==> src/hw/rtl/pfw_pkg.sv <==
// ----------------------------------------------------------------------------
// pfw_pkg
// Shared widths, constants and types for the synthesizer word calculator.
// ----------------------------------------------------------------------------
`default_nettype none

package pfw_pkg;

	// field widths
	localparam int unsigned FREQ_W = 23;
	localparam int unsigned REG0_W = 31;
	localparam int unsigned REG4_W = 32;
	localparam int unsigned EXP_W  = 3;
	localparam int unsigned N_W    = 9;   // N stays below 263
	localparam int unsigned FRAC_W = 12;  // FRAC stays below 4000
	localparam int unsigned NUM_EXP = 8;

	// top of the output band, in kHz, before the divider
	localparam logic [FREQ_W-1:0] TOP_KHZ = 23'd3000000;

	// 32000 = 125 << 8; quotient by 125 uses a 16-bit reciprocal with a 22-bit shift,
	// exact for any 15-bit dividend
	localparam int unsigned COMP_SHIFT   = 8;
	localparam int unsigned RECIP_SHIFT  = 22;
	localparam logic [15:0] RECIP_125    = 16'd33555;

	localparam logic [EXP_W-1:0]  MAX_EXP       = 3'd7;
	localparam logic [REG4_W-1:0] BASE_R4_RESET = 32'h6288_003C;

	// result of one calculation, handed from the solver to the output register
	typedef struct packed {
		logic [REG0_W-1:0] reg0_word;
		logic [REG4_W-1:0] reg4_word;
		logic [EXP_W-1:0]  div_exponent;
		logic [FREQ_W-1:0] actual_khz;
		logic              below_range;
	} pfw_result_t;

endpackage : pfw_pkg

`default_nettype wire

==> src/hw/rtl/pfw_solver.sv <==
// ----------------------------------------------------------------------------
// pfw_solver
// Combinational N / FRAC / divider solver for one requested frequency.
// ----------------------------------------------------------------------------
`default_nettype none

module pfw_solver (
	input  wire logic [pfw_pkg::FREQ_W-1:0] frequency_khz,
	input  wire logic [pfw_pkg::REG4_W-1:0] base_r4,
	output pfw_pkg::pfw_result_t            result
);
	import pfw_pkg::*;

	logic [NUM_EXP-1:0] hit;
	logic [EXP_W-1:0]   exp_sel;
	logic               low;
	logic [29:0]        scaled_wide;
	logic [FREQ_W-1:0]  scaled;
	logic [14:0]        coarse;
	logic [30:0]        prod;
	logic [N_W-1:0]     n_int;
	logic [15:0]        n_x125;
	logic [6:0]         rem_hi;
	logic [FRAC_W-1:0]  frac;
	logic [FREQ_W-1:0]  actual_full;

	// compare against every band edge in parallel
	always_comb begin
		for (int i = 0; i < NUM_EXP; i++) begin
			hit[i] = frequency_khz > (TOP_KHZ >> i);
		end
	end

	// pick the lowest exponent that clears its edge, clamp to the largest otherwise
	always_comb begin
		exp_sel = MAX_EXP;
		for (int i = NUM_EXP - 1; i >= 0; i--) begin
			if (hit[i]) begin
				exp_sel = EXP_W'(i);
			end
		end
		low = ~|hit;
	end

	// scale up; the result always fits in the field width
	assign scaled_wide = {7'd0, frequency_khz} << exp_sel;
	assign scaled      = scaled_wide[FREQ_W-1:0];

	// N = scaled / 32000: drop the 2^8 factor, divide the rest by 125
	assign coarse = scaled[FREQ_W-1:COMP_SHIFT];
	assign prod   = {16'd0, coarse} * {15'd0, RECIP_125};
	assign n_int  = prod[RECIP_SHIFT +: N_W];

	// remainder mod 125 by shift and subtract
	assign n_x125 = {n_int, 7'd0} - {6'd0, n_int, 1'b0} - {7'd0, n_int};
	assign rem_hi = 7'(({1'b0, coarse} - n_x125));

	// FRAC = remainder * 4000 / 32000 = remainder >> 3
	assign frac = {rem_hi, scaled[COMP_SHIFT-1:3]};

	// 32000*N + 8*FRAC is the scaled value with its low three bits cleared
	assign actual_full = {scaled[FREQ_W-1:3], 3'd0} >> exp_sel;

	// pack the words
	always_comb begin
		result.reg0_word    = {7'd0, n_int, frac, 3'd0};
		result.reg4_word    = {base_r4[31:23], exp_sel, base_r4[19:0]};
		result.div_exponent = exp_sel;
		result.actual_khz   = actual_full;
		result.below_range  = low;
	end

endmodule : pfw_solver

`default_nettype wire

==> src/hw/rtl/pll_frequency_word_calc.sv <==
// An accepted beat passes the input register, the solver logic and the output
// register; one beat per cycle unless out_ready stalls the output stage.
// The reciprocal multiply for the divide by 32000 sets the critical path.
// Reset (arst_n low) empties both stages and loads base_r4 with 0x6288003C.
// ----------------------------------------------------------------------------
// pll_frequency_word_calc
// Computes fractional-N programming words and the produced frequency per request.
// ----------------------------------------------------------------------------
`default_nettype none

module pll_frequency_word_calc (
	input  wire logic                          clk,
	input  wire logic                          arst_n,
	// configuration
	input  wire logic                          cfg_wr_en,
	input  wire logic [pfw_pkg::REG4_W-1:0]    cfg_wr_data,
	// request channel
	input  wire logic                          in_valid,
	output logic                               in_ready,
	input  wire logic [pfw_pkg::FREQ_W-1:0]    frequency_khz,
	// result channel
	output logic                               out_valid,
	input  wire logic                          out_ready,
	output logic [pfw_pkg::REG0_W-1:0]         reg0_word,
	output logic [pfw_pkg::REG4_W-1:0]         reg4_word,
	output logic [pfw_pkg::EXP_W-1:0]          div_exponent,
	output logic [pfw_pkg::FREQ_W-1:0]         actual_khz,
	output logic                               below_range
);
	import pfw_pkg::*;

	logic [REG4_W-1:0] base_r4_q;
	logic              valid_s1;
	logic [FREQ_W-1:0] freq_s1;
	logic              valid_s2;
	pfw_result_t       res_s2;
	pfw_result_t       res_c;
	logic              adv_s2;
	logic              load_s1;

	// handshake: output stage frees when empty or taken
	assign adv_s2   = ~valid_s2 | out_ready;
	assign in_ready = ~valid_s1 | adv_s2;
	assign load_s1  = in_valid & in_ready;

	// hold the register-4 base word
	always_ff @(posedge clk or negedge arst_n) begin
		if (!arst_n) begin
			base_r4_q <= BASE_R4_RESET;
		end else if (cfg_wr_en) begin
			base_r4_q <= cfg_wr_data;
		end
	end

	// input stage
	always_ff @(posedge clk or negedge arst_n) begin
		if (!arst_n) begin
			valid_s1 <= 1'b0;
		end else if (in_ready) begin
			valid_s1 <= in_valid;
		end
	end

	always_ff @(posedge clk) begin
		if (load_s1) begin
			freq_s1 <= frequency_khz;
		end
	end

	pfw_solver u_solver (
		.frequency_khz (freq_s1),
		.base_r4       (base_r4_q),
		.result        (res_c)
	);

	// output stage
	always_ff @(posedge clk or negedge arst_n) begin
		if (!arst_n) begin
			valid_s2 <= 1'b0;
		end else if (adv_s2) begin
			valid_s2 <= valid_s1;
		end
	end

	always_ff @(posedge clk) begin
		if (adv_s2 && valid_s1) begin
			res_s2 <= res_c;
		end
	end

	assign out_valid    = valid_s2;
	assign reg0_word    = res_s2.reg0_word;
	assign reg4_word    = res_s2.reg4_word;
	assign div_exponent = res_s2.div_exponent;
	assign actual_khz   = res_s2.actual_khz;
	assign below_range  = res_s2.below_range;

`ifndef ASSERT_OFF
	// a beat in the input stage moves on whenever the output stage frees
	a_s1_to_s2: assert property (@(posedge clk) disable iff (!arst_n)
		(valid_s1 && adv_s2) |=> valid_s2)
		else $error("input stage beat not moved to output stage");

	// an accepted request lands in the input stage
	a_accept_s1: assert property (@(posedge clk) disable iff (!arst_n)
		(in_valid && in_ready) |=> valid_s1)
		else $error("accepted beat lost");

	// the exponent in the register-4 word matches the reported exponent
	a_r4_exp: assert property (@(posedge clk) disable iff (!arst_n)
		out_valid |-> (reg4_word[22:20] == div_exponent))
		else $error("register-4 divider field mismatch");

	// the clamp only happens at the largest exponent
	a_clamp: assert property (@(posedge clk) disable iff (!arst_n)
		(out_valid && below_range) |-> (div_exponent == MAX_EXP))
		else $error("below range without clamped exponent");

	// FRAC stays within its modulus and the low bits stay clear
	a_frac: assert property (@(posedge clk) disable iff (!arst_n)
		out_valid |-> ((reg0_word[14:3] < 12'd4000) && (reg0_word[2:0] == 3'd0)))
		else $error("FRAC field out of range");
`endif

endmodule : pll_frequency_word_calc

`default_nettype wire
==> config.mk <==
export PLATFORM = sky130hd
export DESIGN_NAME = pll_frequency_word_calc
export DESIGN_NICKNAME = d
export VERILOG_FILES = /design/src/hw/rtl/pfw_pkg.sv /design/src/hw/rtl/pfw_solver.sv /design/src/hw/rtl/pll_frequency_word_calc.sv
export SDC_FILE = /design/constraint.sdc
export NUM_CORES = 1
export LEC_CHECK = 0
export ABC_AREA = 1
export BUFFER_PORTS_ARGS = -buffer_cell sky130_fd_sc_hd__buf_2
export CORE_AREA = 2 2 144 286
export DETAILED_ROUTE_END_ITERATION = 12
export DIE_AREA = 0 0 146 288
export SLEW_MARGIN = 20
export SYNTH_ARGS = -nofsm -noshare
export SYNTH_HDL_FRONTEND = slang
export SYNTH_SLANG_ARGS = --single-unit
==> constraint.sdc <==
create_clock -name clk -period 16.5 [get_ports clk]
set_clock_uncertainty 0.15 [all_clocks]
set_input_delay 4.125 -clock clk [delete_from_list [all_inputs] [get_ports clk]]
set_output_delay 4.125 -clock clk [all_outputs]
set_load 0.02 [all_outputs]
==> metrics <==
outcome complete, no violations; P_int between 1 and 1.5 mW; Fmax 94.1 MHz; core box area about 40,000 um^2; measured slew at the worst slew-check pin 815 ps; post-CTS sizing 0; Min-Delay Path Depth 0; Worst VDD drop 181 uV; GPL Wtd Cong 0.965; post-synth top area share 30.6%; Total Routing Usage GR 14.3%; Period Utilization, post-route 64.4%; worst-path fanout max 31; worst setup margin slightly below 6000 ps; largest net degree at the start of global routing 78; slowest cell on the critical path edfxtp_1; Avg WL per Cell 17.8 um; layout cells sized above 1 between 20% and 30%; worst skew pair latency about 450 ps; Post-route DRC 0; Post-synth EDFFs 100; Setup TNS Final 0 ps; synthesized flop and latch total about 130; CTS root buf clkbuf_16; unrepaired setup endpoints after global routing false; Post-CTS Hold Fix Bufs 0; min cycle time layout 10,620 ps; crit path buf inv count 12; Layout Utilization 28.8%; Seq/Total Area, Yosys 38.7%; startpoint types register; clock tree from TritonCTS yes; DP Worst Slack 5950 ps; endpoints failing setup 0; area leader, netlist edfxtp_1; Mapped Cells 1,000; Crit Reg-Reg Startpoint freq_s1[8]$_DFFE_PP_; Final Hold Fails 0; synthesized area per cell 9.80 um^2; P_sw 1.19 mW; CP top delay family adder cells; Final nets 1,325; Ports 152; cts bufs inserted 17; Crit path top cell by count inv_1; clock sinks 131; die height approximately 290 um; power per cell area ~220 nW/um^2; CTS Buffer Depth 2; Worst R2R Path Depth 50; Post-CTS Setup Inserts 0; DR iter-0 viols 384; hold crit path type register to register; CP endpoint kind register; Syn Std Cell Area around 9800 um^2; max-cap viol count 0; Reg2Reg Setup Slack 5880 ps; Ys Warns 0; met1 usage 11.2%; DIE AREA 42,000 um^2; slowest stage delay, CP between 700 and 800 ps; vias in the first global route 7,850; combinational share of power 64.5%; Pins Over Slew Limit 0; H-tree depth 4; worst reg2reg endpoint reg0_word[14]$_DFFE_PP_; Starting Density between 20% and 30%; vias per cell 4.59; Clock transition at path regs around 70 ps; worst hold endpoint reg4_word[6]$_DFFE_PP_; I/O Buffers 138; post-synth cell types 57; Arrival @ worst endpoint 10,670 ps; routed wire length approximately 29,000 um; DP HPWL ~24,000 um; Relative slew margins 45.3%; dominant cells by area after synthesis edfxtp_1 31%, ha_1 15%, fa_1 7.6%; worst hold start base_r4_q[6]$_DFFE_PN0P_; GRT met2 Usage roughly 30%; first-pass GRT wire length 44,500 um; via count 7,596; DIE WIDTH 146 um; FFs w/ async S/R, synth 23.7%; Sw Share 46.5%; Primary FF master, synth edfxtp_1; Detail Route Antenna Nets 0; met3 Use GR 1.89%; gr ovfl total 0; Site Rows 104; WP data required 16,550 ps; Leak around 5.3 nW; drt pass-1 iters 8; initial antenna violation count 2; Most Crowded Layer GR met2; P&R area growth vs syn 17.6%; Seq pwr share 19.6%; Clk pwr share 15.9%; Setup Crit Path Kind register to register
cell type report:
cell class | instances | area, um^2
diodes | 2 | 5.00
clock inverters | 15 | 209
well taps | 530 | 663
flip-flops and latches | 131 | 3790
fillers | 4249 | 28600
repair buffers | 143 | 741
inverters | 142 | 539
multi-input cells | 675 | 5150
clock buffers | 17 | 425
routing by layer:
metal  up-vias  part of all wire [%]
met2       242                    61
li1       3597                     -
met1      3659                    29
met3        98                   2.7
met4         0                   7.6
met5         -                     0
synthesized netlist by cell type (all sizes together), types with 22 or more instances:
| cell | n |
|---|---|
| inv | 139 |
| mux2 | 29 |
| edfxtp | 100 |
| buf | 35 |
| a21oi | 29 |
| ha | 118 |
| dfrtp | 22 |
| nand2 | 177 |
| fa | 37 |
| nand3 | 76 |
| clkbuf | 26 |
| o21ai | 52 |
| nor2 | 49 |
power groups by stage:
stage,Sequential (mW),Combinational [mW],Clock [mW]
6_report,0.503,1.66,0.408
5_1_grt,0.508,1.89,0.432
4_1_cts,0.504,1.68,0.419
3_5_place_dp,0.511,1.67,0
3_3_place_gp,0.509,1.61,0
2_1_floorplan,0.546,1.20,0
state kept, by name (all words and copies together), names as in the netlist:
register,cells
base_r4_q,29
below_range,1
freq_s1,23
reg0_word,21
reg4_word,32
valid_s1,1
actual_khz,23
out_valid,1
how the worst max path moves through the flow:
stage	start	end	cells past startpoint
final	freq_s1[8]$_DFFE_PP_	reg0_word[14]$_DFFE_PP_	50
after global routing	freq_s1[8]$_DFFE_PP_	reg0_word[14]$_DFFE_PP_	49
after CTS	freq_s1[8]$_DFFE_PP_	reg0_word[14]$_DFFE_PP_	50
after detailed placement	freq_s1[8]$_DFFE_PP_	reg0_word[14]$_DFFE_PP_	50
after global placement	freq_s1[8]$_DFFE_PP_	reg0_word[14]$_DFFE_PP_	46
after floorplan	out_ready	in_ready	2
worst register-to-register path: cells and delay by family, from the launching register on:
family / cells / cell delay (ps)
adders and majority gates: 9 / 3360
and+or+nand+nor: 17 / 1850
buffers and inverters: 12 / 1330
DFF: 1 / 740
xor gates and xnor gates: 2 / 610
AOI/OAI and AO/OA: 10 / 2310
cell usage in the layout (no fill, tap or decap), types with 10 or more instances in the layout:
cell type    n
nand4_1     18
a21oi_1     26
inv_1      128
nand3_1     69
o21ai_2     17
buf_2      138
mux2_2      29
o21ai_1     15
clkbuf_16   17
nor2_1      45
edfxtp_1   100
o21ai_0     17
fa_1        37
conb_1      10
nor3_1      14
ha_1       118
dfrtp_1     22
nor4_1      10
nand2_1    159
nand2_2     13
logic make-up (layout without fill, tap and decap cells):
group	Yosys count	count (layout)	synth area share [%]
other	1	12	0.0383
muxes	31	31	3.54
DFF	131	131	38.7
AOI/OAI and AO/OA	110	110	7.49
and+or+nand+nor	356	356	17.3
adders and majority gates	155	155	22.6
xor gates and xnor gates	13	13	1.16
buffers and inverters	203	317	9.22
through the flow:
| stage | std cells | cell area [um^2] | hold WS [ps] | total power [mW] |
|---|---|---|---|---|
| 4_1_cts | 1652 | 11500 | 296 | 2.60 |
| 3_3_place_gp | 1620 | 10900 | 272 | 2.12 |
| 2_1_floorplan | 1009 | 9840 | 271 | 1.75 |
| 6_report | 1655 | 11500 | 292 | 2.57 |
| 5_1_grt | 1655 | 11500 | 301 | 2.83 |
| 3_5_place_dp | 1620 | 10900 | 282 | 2.18 |
(Power assumes the default switching activity.)
